**src/uida_pkg.sv**
```systemverilog
// Shared constants and codes for the identifier allocator.
// No dependencies; used by the top level, the table RAM and the checker.
package uida_pkg;

	localparam int unsigned EntriesDef = 32;
	localparam int unsigned IdLimitDef = 64;

	localparam int unsigned IdFieldW = 6;
	localparam int unsigned StatusW  = 2;

	typedef enum logic [StatusW-1:0] {
		ST_OK       = 2'd0,
		ST_FULL     = 2'd1,
		ST_NOT_LIVE = 2'd2
	} status_t;

	typedef enum logic {
		OP_ALLOC   = 1'b0,
		OP_RELEASE = 1'b1
	} opcode_t;

endpackage

```
**src/uida_table.sv**
```systemverilog
// Live table RAM: one write port, one read port, registered read data.
// Depends on uida_pkg for its default sizes.
module uida_table
	import uida_pkg::*;
#(
	parameter int unsigned DEPTH = EntriesDef,
	parameter int unsigned WIDTH = $clog2(IdLimitDef + 1) + 1
) (
	input  logic                     clk,
	input  logic                     wr_en,
	input  logic [$clog2(DEPTH)-1:0] wr_addr,
	input  logic [WIDTH-1:0]         wr_data,
	input  logic                     rd_en,
	input  logic [$clog2(DEPTH)-1:0] rd_addr,
	output logic [WIDTH-1:0]         rd_data
);

	logic [WIDTH-1:0] mem [DEPTH];

	always_ff @(posedge clk) begin
		if (wr_en) begin
			mem[wr_addr] <= wr_data;
		end
	end

	always_ff @(posedge clk) begin
		if (rd_en) begin
			rd_data <= mem[rd_addr];
		end
	end

endmodule

```
**src/unique_id_allocator_window_scan.sv**
```systemverilog
// Identifier allocator with a last-issued / safe-bound window. Each item is an
// allocate or a release request and yields exactly one result item. After
// reset the block clears every slot of its live table and holds in_stall
// high meanwhile. The live table is a RAM with one read port and registered
// read data, walked one slot per cycle except where a restart skips a read;
// that walk sets the latency. An allocate whose candidate lies below the safe
// bound stops at the lowest free slot. An allocate that needs a window scan
// walks the whole table. Each collision that pushes the candidate up to the
// bound abandons the pass and starts another from slot zero, so a rare
// allocate may take several passes. A release walks the table until the
// identifier is found or the last slot is read. A full table is answered
// without a walk. One item is in work at a time; the result sits in an
// output register, so the next item is taken while an earlier result still
// waits.
//
// Depends on uida_pkg and uida_table.
module unique_id_allocator_window_scan
	import uida_pkg::*;
#(
	parameter int unsigned ENTRIES  = EntriesDef,
	parameter int unsigned ID_LIMIT = IdLimitDef
) (
	input  logic                clk,
	input  logic                arst_n,
	input  logic                in_valid,
	output logic                in_stall,
	input  logic                opcode,
	input  logic [IdFieldW-1:0] release_id,
	output logic                out_valid,
	input  logic                out_stall,
	output logic [IdFieldW-1:0] issued_id,
	output logic [StatusW-1:0]  status
);

	// Widths: slot address, identifier (able to hold ID_LIMIT itself), live
	// count (able to hold ENTRIES) and the pass counter of the window scan.
	localparam int unsigned AW  = $clog2(ENTRIES);
	localparam int unsigned IdW = $clog2(ID_LIMIT + 1);
	localparam int unsigned CW  = $clog2(ENTRIES + 1);
	localparam int unsigned PW  = $clog2(ID_LIMIT + 3);
	localparam int unsigned MW  = IdW + 1;

	localparam logic [AW-1:0]  LastSlot  = AW'(ENTRIES - 1);
	localparam logic [IdW-1:0] IdLimit   = IdW'(ID_LIMIT);
	localparam logic [IdW-1:0] FirstId   = IdW'(1);
	localparam logic [PW-1:0]  PassLimit = PW'(ID_LIMIT + 1);

	typedef enum logic [3:0] {
		S_CLEAR = 4'b0001,
		S_IDLE  = 4'b0010,
		S_SCAN  = 4'b0100,
		S_DONE  = 4'b1000
	} state_t;

	state_t state_q;

	// Walk control: the read address and the stage that marks the returning
	// read data as valid.
	logic [AW-1:0] rd_addr_q;
	logic          issue_q;
	logic          rd_vld_s1;
	logic [AW-1:0] rd_idx_s1;

	// The request in work.
	logic           op_q;
	logic [IdW-1:0] rel_q;
	logic           scan_q;
	logic [IdW-1:0] cand_q;
	logic [IdW-1:0] bound_q;
	logic [PW-1:0]  passes_q;
	logic           free_found_q;
	logic [AW-1:0]  free_idx_q;

	// Architectural state kept in flops.
	logic [IdW-1:0] last_q;
	logic [IdW-1:0] safe_q;
	logic [CW-1:0]  count_q;

	// Result waiting for the output register, and the output register.
	logic [IdFieldW-1:0] res_id_q;
	status_t             res_st_q;
	logic                out_valid_q;
	logic [IdFieldW-1:0] out_id_q;
	status_t             out_st_q;

	// Table RAM ports.
	logic           mem_we;
	logic [AW-1:0]  mem_waddr;
	logic [MW-1:0]  mem_wdata;
	logic           mem_re;
	logic [MW-1:0]  mem_rdata;

	uida_table #(
		.DEPTH(ENTRIES),
		.WIDTH(MW)
	) u_table (
		.clk    (clk),
		.wr_en  (mem_we),
		.wr_addr(mem_waddr),
		.wr_data(mem_wdata),
		.rd_en  (mem_re),
		.rd_addr(rd_addr_q),
		.rd_data(mem_rdata)
	);

	logic           in_acc;
	logic           e_v;
	logic [IdW-1:0] e_id;
	logic           last_slot;
	logic [IdW-1:0] cand_inc;
	logic           collide;
	logic           restart;
	logic           narrow;
	logic [IdW-1:0] cand_nx;
	logic [IdW-1:0] bound_nx;
	logic           free_now;
	logic [AW-1:0]  free_slot;
	logic           rel_hit;
	logic           rel_miss;
	logic           alloc_end;
	logic           scan_abort;
	logic           finish;
	logic           table_full;
	logic [IdW:0]   cand0;
	logic           out_load;

	assign in_acc = in_valid && !in_stall;
	assign in_stall = (state_q != S_IDLE);

	assign e_v       = mem_rdata[IdW];
	assign e_id      = mem_rdata[IdW-1:0];
	assign last_slot = (rd_idx_s1 == LastSlot);
	assign cand_inc  = cand_q + FirstId;

	// One slot of the window scan. A live identifier equal to the candidate
	// bumps it; when the bumped value reaches the bound the pass is abandoned
	// and the scan starts over from slot zero with the bound reopened. A live
	// identifier between the candidate and the bound narrows the bound.
	assign collide = scan_q && e_v && (e_id == cand_q);
	assign restart = collide && (cand_inc >= bound_q);
	assign narrow  = scan_q && e_v && !collide && (e_id > cand_q) && (bound_q > e_id);

	always_comb begin
		cand_nx  = cand_q;
		bound_nx = bound_q;
		if (collide) begin
			cand_nx = cand_inc;
			if (restart) begin
				cand_nx  = (cand_inc >= IdLimit) ? FirstId : cand_inc;
				bound_nx = IdLimit;
			end
		end else if (narrow) begin
			bound_nx = e_id;
		end
	end

	// The lowest free slot seen so far in this request, including this one.
	assign free_now  = free_found_q || !e_v;
	assign free_slot = free_found_q ? free_idx_q : rd_idx_s1;

	assign rel_hit  = (op_q == OP_RELEASE) && e_v && (e_id == rel_q);
	assign rel_miss = (op_q == OP_RELEASE) && !rel_hit && last_slot;

	// Without a scan the candidate is already known free, so the walk only
	// looks for a slot. With a scan the whole table must be seen.
	always_comb begin
		alloc_end = 1'b0;
		if (op_q == OP_ALLOC) begin
			if (scan_q) begin
				alloc_end = last_slot && !restart;
			end else begin
				alloc_end = !e_v || last_slot;
			end
		end
	end

	assign scan_abort = (op_q == OP_ALLOC) && restart && (passes_q > PassLimit);
	assign finish = (state_q == S_SCAN) && rd_vld_s1 &&
		(rel_hit || rel_miss || alloc_end || scan_abort);

	assign table_full = (32'(count_q) >= 32'(ENTRIES)) ||
		(32'(count_q) >= 32'(ID_LIMIT - 1));
	assign cand0 = {1'b0, last_q} + {{IdW{1'b0}}, 1'b1};

	assign mem_re = issue_q && ((state_q == S_SCAN) && !finish && !(rd_vld_s1 && restart));

	// Write port: the clearing pass after reset, the slot freed by a release
	// or the slot claimed by an allocate.
	always_comb begin
		mem_we    = 1'b0;
		mem_waddr = rd_idx_s1;
		mem_wdata = '0;
		case (state_q)
			S_CLEAR: begin
				mem_we    = 1'b1;
				mem_waddr = rd_addr_q;
			end
			S_SCAN: begin
				if (rd_vld_s1 && rel_hit) begin
					mem_we = 1'b1;
				end else if (rd_vld_s1 && alloc_end && free_now) begin
					mem_we    = 1'b1;
					mem_waddr = free_slot;
					mem_wdata = {1'b1, cand_nx};
				end
			end
			default: begin
				mem_we = 1'b0;
			end
		endcase
	end

	assign out_load = (state_q == S_DONE) && (!out_valid_q || !out_stall);

	always_ff @(posedge clk or negedge arst_n) begin
		if (!arst_n) begin
			state_q      <= S_CLEAR;
			rd_addr_q    <= '0;
			issue_q      <= 1'b0;
			rd_vld_s1    <= 1'b0;
			rd_idx_s1    <= '0;
			op_q         <= OP_ALLOC;
			rel_q        <= '0;
			scan_q       <= 1'b0;
			cand_q       <= '0;
			bound_q      <= '0;
			passes_q     <= '0;
			free_found_q <= 1'b0;
			free_idx_q   <= '0;
			last_q       <= IdLimit;
			safe_q       <= IdLimit;
			count_q      <= '0;
			res_id_q     <= '0;
			res_st_q     <= ST_OK;
			out_valid_q  <= 1'b0;
			out_id_q     <= '0;
			out_st_q     <= ST_OK;
		end else begin
			if (out_load) begin
				out_valid_q <= 1'b1;
			end else if (out_valid_q && !out_stall) begin
				out_valid_q <= 1'b0;
			end

			case (state_q)
				S_CLEAR: begin
					if (rd_addr_q == LastSlot) begin
						rd_addr_q <= '0;
						state_q   <= S_IDLE;
					end else begin
						rd_addr_q <= rd_addr_q + 1'b1;
					end
				end

				S_IDLE: begin
					if (in_acc) begin
						op_q         <= opcode;
						rel_q        <= IdW'(release_id);
						rd_addr_q    <= '0;
						rd_vld_s1    <= 1'b0;
						free_found_q <= 1'b0;
						passes_q     <= PW'(1);
						res_id_q     <= '0;
						if (opcode == OP_RELEASE) begin
							scan_q  <= 1'b0;
							issue_q <= 1'b1;
							state_q <= S_SCAN;
						end else if (table_full) begin
							res_st_q <= ST_FULL;
							state_q  <= S_DONE;
						end else begin
							issue_q <= 1'b1;
							state_q <= S_SCAN;
							if (cand0 >= {1'b0, IdLimit}) begin
								cand_q  <= FirstId;
								scan_q  <= 1'b1;
								bound_q <= IdLimit;
							end else if (cand0[IdW-1:0] >= safe_q) begin
								cand_q  <= cand0[IdW-1:0];
								scan_q  <= 1'b1;
								bound_q <= IdLimit;
							end else begin
								cand_q  <= cand0[IdW-1:0];
								scan_q  <= 1'b0;
								bound_q <= safe_q;
							end
						end
					end
				end

				S_SCAN: begin
					// Issue side: one read per cycle down the table. The end
					// of the request stops the walk; a restart begins another
					// pass from slot zero, and no read is issued in that cycle.
					rd_vld_s1 <= mem_re;
					rd_idx_s1 <= rd_addr_q;
					if (rd_vld_s1 && (finish || restart)) begin
						rd_addr_q <= '0;
						issue_q   <= !finish;
					end else if (issue_q) begin
						rd_addr_q <= rd_addr_q + 1'b1;
						issue_q   <= (rd_addr_q != LastSlot);
					end

					// Data side: the slot read in the previous cycle.
					if (rd_vld_s1) begin
						cand_q  <= cand_nx;
						bound_q <= bound_nx;
						if (!free_found_q && !e_v) begin
							free_found_q <= 1'b1;
							free_idx_q   <= rd_idx_s1;
						end
						if (finish) begin
							state_q <= S_DONE;
							if (rel_hit) begin
								res_st_q <= ST_OK;
								count_q  <= count_q - 1'b1;
							end else if (rel_miss) begin
								res_st_q <= ST_NOT_LIVE;
							end else if (scan_abort || !free_now) begin
								res_st_q <= ST_FULL;
							end else begin
								res_st_q <= ST_OK;
								res_id_q <= IdFieldW'(cand_nx);
								last_q   <= cand_nx;
								safe_q   <= bound_nx;
								count_q  <= count_q + 1'b1;
							end
						end else if (restart) begin
							passes_q <= passes_q + 1'b1;
						end
					end
				end

				S_DONE: begin
					if (out_load) begin
						out_id_q <= res_id_q;
						out_st_q <= res_st_q;
						state_q  <= S_IDLE;
					end
				end

				default: begin
					state_q <= S_IDLE;
				end
			endcase
		end
	end

	assign out_valid = out_valid_q;
	assign issued_id = out_id_q;
	assign status    = out_st_q;

endmodule

```
**config.mk**
```make
export PLATFORM = sky130hd
export DESIGN_NAME = unique_id_allocator_window_scan
export DESIGN_NICKNAME = d
export VERILOG_FILES = /design/src/uida_pkg.sv /design/src/uida_table.sv /design/src/unique_id_allocator_window_scan.sv
export SDC_FILE = /design/constraint.sdc
export NUM_CORES = 1
export LEC_CHECK = 0
export ABC_AREA = 1
export BUFFER_PORTS_ARGS = -buffer_cell sky130_fd_sc_hd__buf_2
export CORE_UTILIZATION = 50
export DETAILED_ROUTE_END_ITERATION = 6
export PLACE_DENSITY = 0.67
export SYNTH_ARGS = -nofsm -noshare
export SYNTH_HDL_FRONTEND = slang
export SYNTH_SLANG_ARGS = --single-unit
```
**constraint.sdc**
```tcl
create_clock -name clk -period 9.5 [get_ports clk]
set_clock_uncertainty 0.15 [all_clocks]
set_input_delay 1.425 -clock clk [delete_from_list [all_inputs] [get_ports clk]]
set_output_delay 1.425 -clock clk [all_outputs]
set_load 0.05 [all_outputs]
```
## Yosys cells after proc, flatten, opt, wreduce, memory -nomap -nowiden

Memory sizes are Yosys's and may differ from the RTL's. A register that Yosys moved wholly into a read port is not among the register bits.
Index checks and enable logic that the tools add are counted.

- $add $sub $neg: 6
- Order comparisons: 9
- Equal/unequal tests: 29
- Mux-type cells: 87
- Bitwise operators: 4
- Reduce and logical (&&, ||, !) cells: 65

Operators by type and width:

| kind | number |
|---|---|
| $mux 7 | 21 |
| $mux 6 | 9 |
| $pmux 7 s2 | 3 |
| $mux 5 | 7 |
| $ne 2x2->1 const B | 16 |
| $mux 4 | 7 |
| $logic_and 1x1->1 | 27 |
| $mux 8 | 3 |
| $mux 1 | 21 |
| $reduce_and 5->1 | 4 |
| $pmux 4 s4 | 1 |
| $pmux 5 s3 | 1 |
| $add 7x1->7 const B | 2 |
| $ge 7x7->1 | 2 |
| $gt 7x7->1 | 2 |
| $mux 2 | 7 |
| $ge 6x6->1 const B | 2 |
| $pmux 6 s2 | 1 |
| $reduce_and 3->1 | 4 |
| $reduce_and 6->1 | 2 |
| $logic_not 1->1 | 11 |
| $eq 5x5->1 const B | 2 |
| $pmux 5 s2 | 1 |
| $logic_or 1x1->1 | 9 |
| other kinds (26) | 35 |

- Register bits: 88
- Memory bits (writable): 256
- Logic and storage cells: 222
- Memories kept: 1

Memory list:

| name | words | width | read ports | clocked after memory_dff | write ports | RTL line | text |
|---|---|---|---|---|---|---|---|
| u_table.mem | 32 | 8 | 1 | 1 | 1 | uida_table.sv:18 | `logic [WIDTH-1:0] mem [DEPTH];` |

## Depth between registers and ports, before layout

- Depth in word-level cells: 15
- Gate-level depth with buffers: 21

## Modules after synthesis

A second synthesis with hierarchy kept.

- Cells, all modules: 1659
- Area total of the unflattened synthesis: 16589.7 um^2

By module, submodules not included:

| module | times used | cells an instance | area each (um^2) |
|---|---|---|---|
| uida_table | 1 | 922 | 10866.7 |
| unique_id_allocator_window_scan | 1 | 737 | 5723.0 |

## Least setup slack after synthesis

Ideal clock, no wire load.

- Path type: reg-to-reg
- Start point: register cand_q[0]
- End point: memory u_table.mem[0][2] in the netlist's numbering, data pin
- Data arrival time: 3.149 ns
- Required time: 8.995 ns
- Setup slack: 5.846 ns
- Cell stages (with the launch flop): 17
- Path buffers: 0
- Period minus slack after synthesis: 3.654 ns
- Cells stage by stage: dfrtp_1 ha_1 nand3_1 nor3_1 xor2_1 ha_1 nand2_1 inv_1 a21oi_2 nand3_4 nand2_4 nand2_2 nor2_1 nand2_1 nor2_4 inv_1 nor2_1

- Longest elaborated chain between the ends: 12

Ends and longest elaborated chain:

| element | RTL line | text |
|---|---|---|
| start: declaration | unique_id_allocator_window_scan.sv:68 | `logic [IdW-1:0] cand_q;` |
| start signal: assignment | unique_id_allocator_window_scan.sv:275 | `cand_q <= FirstId;` |
| start signal: assignment | unique_id_allocator_window_scan.sv:279 | `cand_q <= cand0[IdW-1:0];` |
| start signal: assignment | unique_id_allocator_window_scan.sv:283 | `cand_q <= cand0[IdW-1:0];` |
| $add 7x1->7 or $eq 7x7->1 (tied branches) | unique_id_allocator_window_scan.sv:133, unique_id_allocator_window_scan.sv:139 |  |
| $ge 7x7->1 or $logic_and 1x1->1 (tied branches) | unique_id_allocator_window_scan.sv:140, unique_id_allocator_window_scan.sv:139 |  |
| $logic_and 1x1->1 | unique_id_allocator_window_scan.sv:140 | `assign restart = collide && (cand_inc >= bound_q);` |
| $logic_not 1->1 | unique_id_allocator_window_scan.sv:170 | `alloc_end = last_slot && !restart;` |
| $logic_and 1x1->1 | unique_id_allocator_window_scan.sv:170 |  |
| $mux 1 | unique_id_allocator_window_scan.sv:169 | `if (scan_q) begin` |
| $mux 1 | unique_id_allocator_window_scan.sv:168 | `if (op_q == OP_ALLOC) begin` |
| $logic_and 1x1->1 (2 in series) | unique_id_allocator_window_scan.sv:201 | `end else if (rd_vld_s1 && alloc_end && free_now) begin` |
| $mux 8 (*) | unique_id_allocator_window_scan.sv:201 |  |
| $mux 8 (*) | unique_id_allocator_window_scan.sv:199 | `if (rd_vld_s1 && rel_hit) begin` |
| $mux 8 (*) | unique_id_allocator_window_scan.sv:193 | `case (state_q)` |
| via mem_wdata[2] | unique_id_allocator_window_scan.sv:89 | `logic [MW-1:0] mem_wdata;` |
| end: declaration | uida_table.sv:18 |  |

Mark *: on every way through the listed nets, which the timed path passes. The rest lies on a longest branch.

## Worst setup path in the final report

- Start point: register cand_q[0]
- End point: memory u_table.mem[15][2] in the netlist's numbering, data pin

Same word-level chain as after synthesis.

==> reports/metrics.cfg <==
[power_and_ir_drop]
clkPwrFrac_pct=29.1
pwr_density_cell_mw_per_mm2=286.0
ir_worst_vdd_mv=0.1912
intPower_mw=3.153
leakagePower_nw=6.240
switching_share_pct=37.72
power_frac_seq_pct=39.1
switchingPower_mw=1.910
power_frac_comb_pct=31.8

[worst_setup_path]
crit_type=reg -> reg
crit_arrival_ns=4.79
start_kind=flop
crit_chain=ha_1 -> nand3_1 -> nor3_1 -> xor2_1 -> ha_1 -> nand2_1 -> inv_1 -> a21oi_2 -> nand3_4 -> nand2_4 -> nand2_2 -> nor2_1 -> nand2_1 -> nor2_4 -> buf_4 -> inv_1 -> nor2_2
cpMaxStageDelayCell=nor2_2
cp.required_ns=9.52
path_buf_inv=3
reg2reg_slack_ns=4.73
r2r_start=cand_q[0]
critPathTopFamily=simple AND/OR/NAND/NOR gates
worst-path-max-fanout=55
critPathCaptureType=flop
critical-path-max-stage-delay_ns=0.91
r2r-end=u_table.mem[15][2]
r2r_cells=17
critPathLaunch=cand_q[0]

[yosys]
synth_cells=1454
yosys_warnings=0
ys_ff_latch=352
yosysSeqAreaShare_pct=63.34
async_flop_share_pct=25.00
avgSynthCellArea_um2=11.00
synth_ff_type=edfxtp_1
synth_edf_count=264
syn_area_mm2=0.01600
syn_nets=1504
synth_cell_type_count=56

[cts]
cts-root-buf=clkbuf_16
post_cts_buffers=0
clk_pin_slew_ns=0.06
clk_latency_ns=0.55
cts_resized=0
clockBufferDepth=3
h-tree-depth=2
numCtsBuffers=39
cts_tree=built
clock_sinks=352
hold_buffers=0

[cells_and_area]
multi_input_area_mm2=0.005187
stdcell_count=1901
layout-drive-gt1-share_pct=10.28
fin_nets=1517
fin_area_mm2=0.01770
seq_area_mm2=0.01014
area_growth_pct=10.64
fillCellCount=2695
final_util_pct=56.09

[grt]
overflow=0
gr-usage-all-layers_pct=22.75
grt_first_pass_wirelength_mm=58.07
grt_pass1_vias=10550
grt_max_degree=70
antenna_found_initial=1

[hold_path]
holdCritStartpoint=res_id_q[4]
min_path_type=reg -> reg
hold_path_end=res_id_q[4]
hold_depth=2

[timing]
relSlewSlack_pct=24.22
drv_slew=0
rsz0062_at_grt=false
post-route-period-util_pct=50.19
tightestPinTransition_ns=1.135
setup_viol=0
worst_slack_ns=4.732
period_minus_slack_ns=4.768
max_freq_mhz=209.7
fin_setup_tns_ns=0
final-hold-violation-count=0

[floorplan]
fp-row-count=65
start_util_pct=50.70
ios=21
die_y_um=180.9
chipWidth_um=180.9
dieArea_mm2=0.03272
core-area_mm2=0.03156

[placement]
dp_cells=1828
post-place-ws_ns=4.785
gp_congestion=0.9128
io_buffers=20
placed_area_mm2=0.01645
dp_hpwl_mm=23.31

[detailed_routing]
drc=0
final_antenna_net_count=0
drt_iter0_drc=824
dr.pass1.iters=5
viasPerCell=5.646
wire_per_inst_um=18.97
wirelength_mm=36.06
vias=10730

[run]
cap_violations=0

[status]
outcome=completed

cell usage after synthesis, drive strengths merged, types with 2 or more instances:
library cell    n  area [µm²]
edfxtp        264        7928
xor2           18       157.7
nand4          12       90.09
ha             38       475.5
a211oi          2       15.01
a21oi          55       309.0
a2111oi         2       17.52
dfrtp          85        2127
a2111o          2       22.52
a31oi           6       37.54
nand3          56       332.8
o21ai         177       900.9
o221ai         12       105.1
mux2i          24       240.2
o31ai          13       97.59
nor3            8       77.57
clkbuf         38       142.6
clkinv          3       12.51
nor2          215       852.1
inv           109       409.1
buf            23       126.4
dfstp           3       78.83
nand2         194       760.7
o22ai          63       394.1
o21bai          7       52.55
xnor2           6       52.55
mux2            7       78.83
area by class of cell:
type                       instances  share of cell area, %
multi-input combinational        929                  29.31
antenna                            1                0.01414
tap                              402                  2.842
timing repair buffer              33                  1.131
clock inverter                    20                  1.152
clock buffer                      52                  5.902
sequential                       352                  57.27
inverter                         112                  2.382
kinds of logic after synthesis:
| logic type | after synthesis | synth area share, % |
|---|---|---|
| flops | 352 | 63.34 |
| compound gates | 347 | 12.61 |
| mux | 31 | 1.994 |
| simple gates | 488 | 13.33 |
| xor+xnor | 24 | 1.314 |
| fa+ha+maj | 39 | 3.097 |
| buf+inv | 173 | 4.317 |
registers in the layout, indices dropped and copies added (netlist names), 4 cells and up:
register / count
u_table.mem: 256
u_table.rd_data: 8
bound_q: 7
cand_q: 7
last_q: 7
passes_q: 7
safe_q: 7
count_q: 6
issued_id: 6
rel_q: 6
res_id_q: 6
free_idx_q: 5
rd_addr_q: 5
rd_idx_s1: 5
state_q: 4
power groups by stage:
stage / clock network, mW / registers (mW) / logic [mW]
CTS: 1.50 / 1.98 / 1.61
detailed placement: 0 / 2.01 / 1.60
finish: 1.47 / 1.98 / 1.61
global route: 1.56 / 2.00 / 1.81
floorplan: 0 / 1.93 / 1.21
global placement: 0 / 2.01 / 1.58
worst min-delay path, stage by stage, from the launching register on:
cell and delay, ns:
dfrtp_1 0.33, nand2_1 0.06, o21ai_2 0.05
placed cells by master, fill, tap and decap left out, types with 13 or more instances in the layout:
cell,n
inv_1,101
dfrtp_1,84
o21ai_0,172
edfxtp_1,264
nand3_1,47
nor2_1,200
o22ai_1,63
xor2_1,18
a21oi_1,50
buf_4,14
nand2_1,187
buf_2,19
ha_1,38
o31ai_1,13
mux2i_1,24
clkbuf_16,39
per-layer routing:
metal | vias to the layer above | track usage (%) | share of wire, %
met5 | - | 0 | 0
met4 | 0 | 8.718 | 2.8
met3 | 62 | 3.769 | 6.3
met2 | 328 | 35.97 | 46
met1 | 5152 | 31.58 | 45
li1 | 5191 | - | -
per-stage QoR:
step | hold WS, ns | power [mW]
global placement | 0.3153 | 3.585
detailed placement | 0.3158 | 3.602
global route | 0.3554 | 5.368
finish | 0.3255 | 5.063
CTS | 0.3295 | 5.081
floorplan | 0.2880 | 3.146
worst max path at each step:
| stage | endpoint | slack (ns) | depth (start not counted) |
|---|---|---|---|
| after floorplan | u_table.mem[0][2] | 5.85 | 16 |
| after global placement | u_table.mem[1][2] | 4.93 | 17 |
| after detailed placement | u_table.mem[22][2] | 4.79 | 17 |
| after CTS | u_table.mem[12][2] | 4.74 | 17 |
| after global routing | u_table.mem[13][2] | 4.38 | 17 |
| final | u_table.mem[15][2] | 4.73 | 17 |
(Power assumes the default switching activity.)
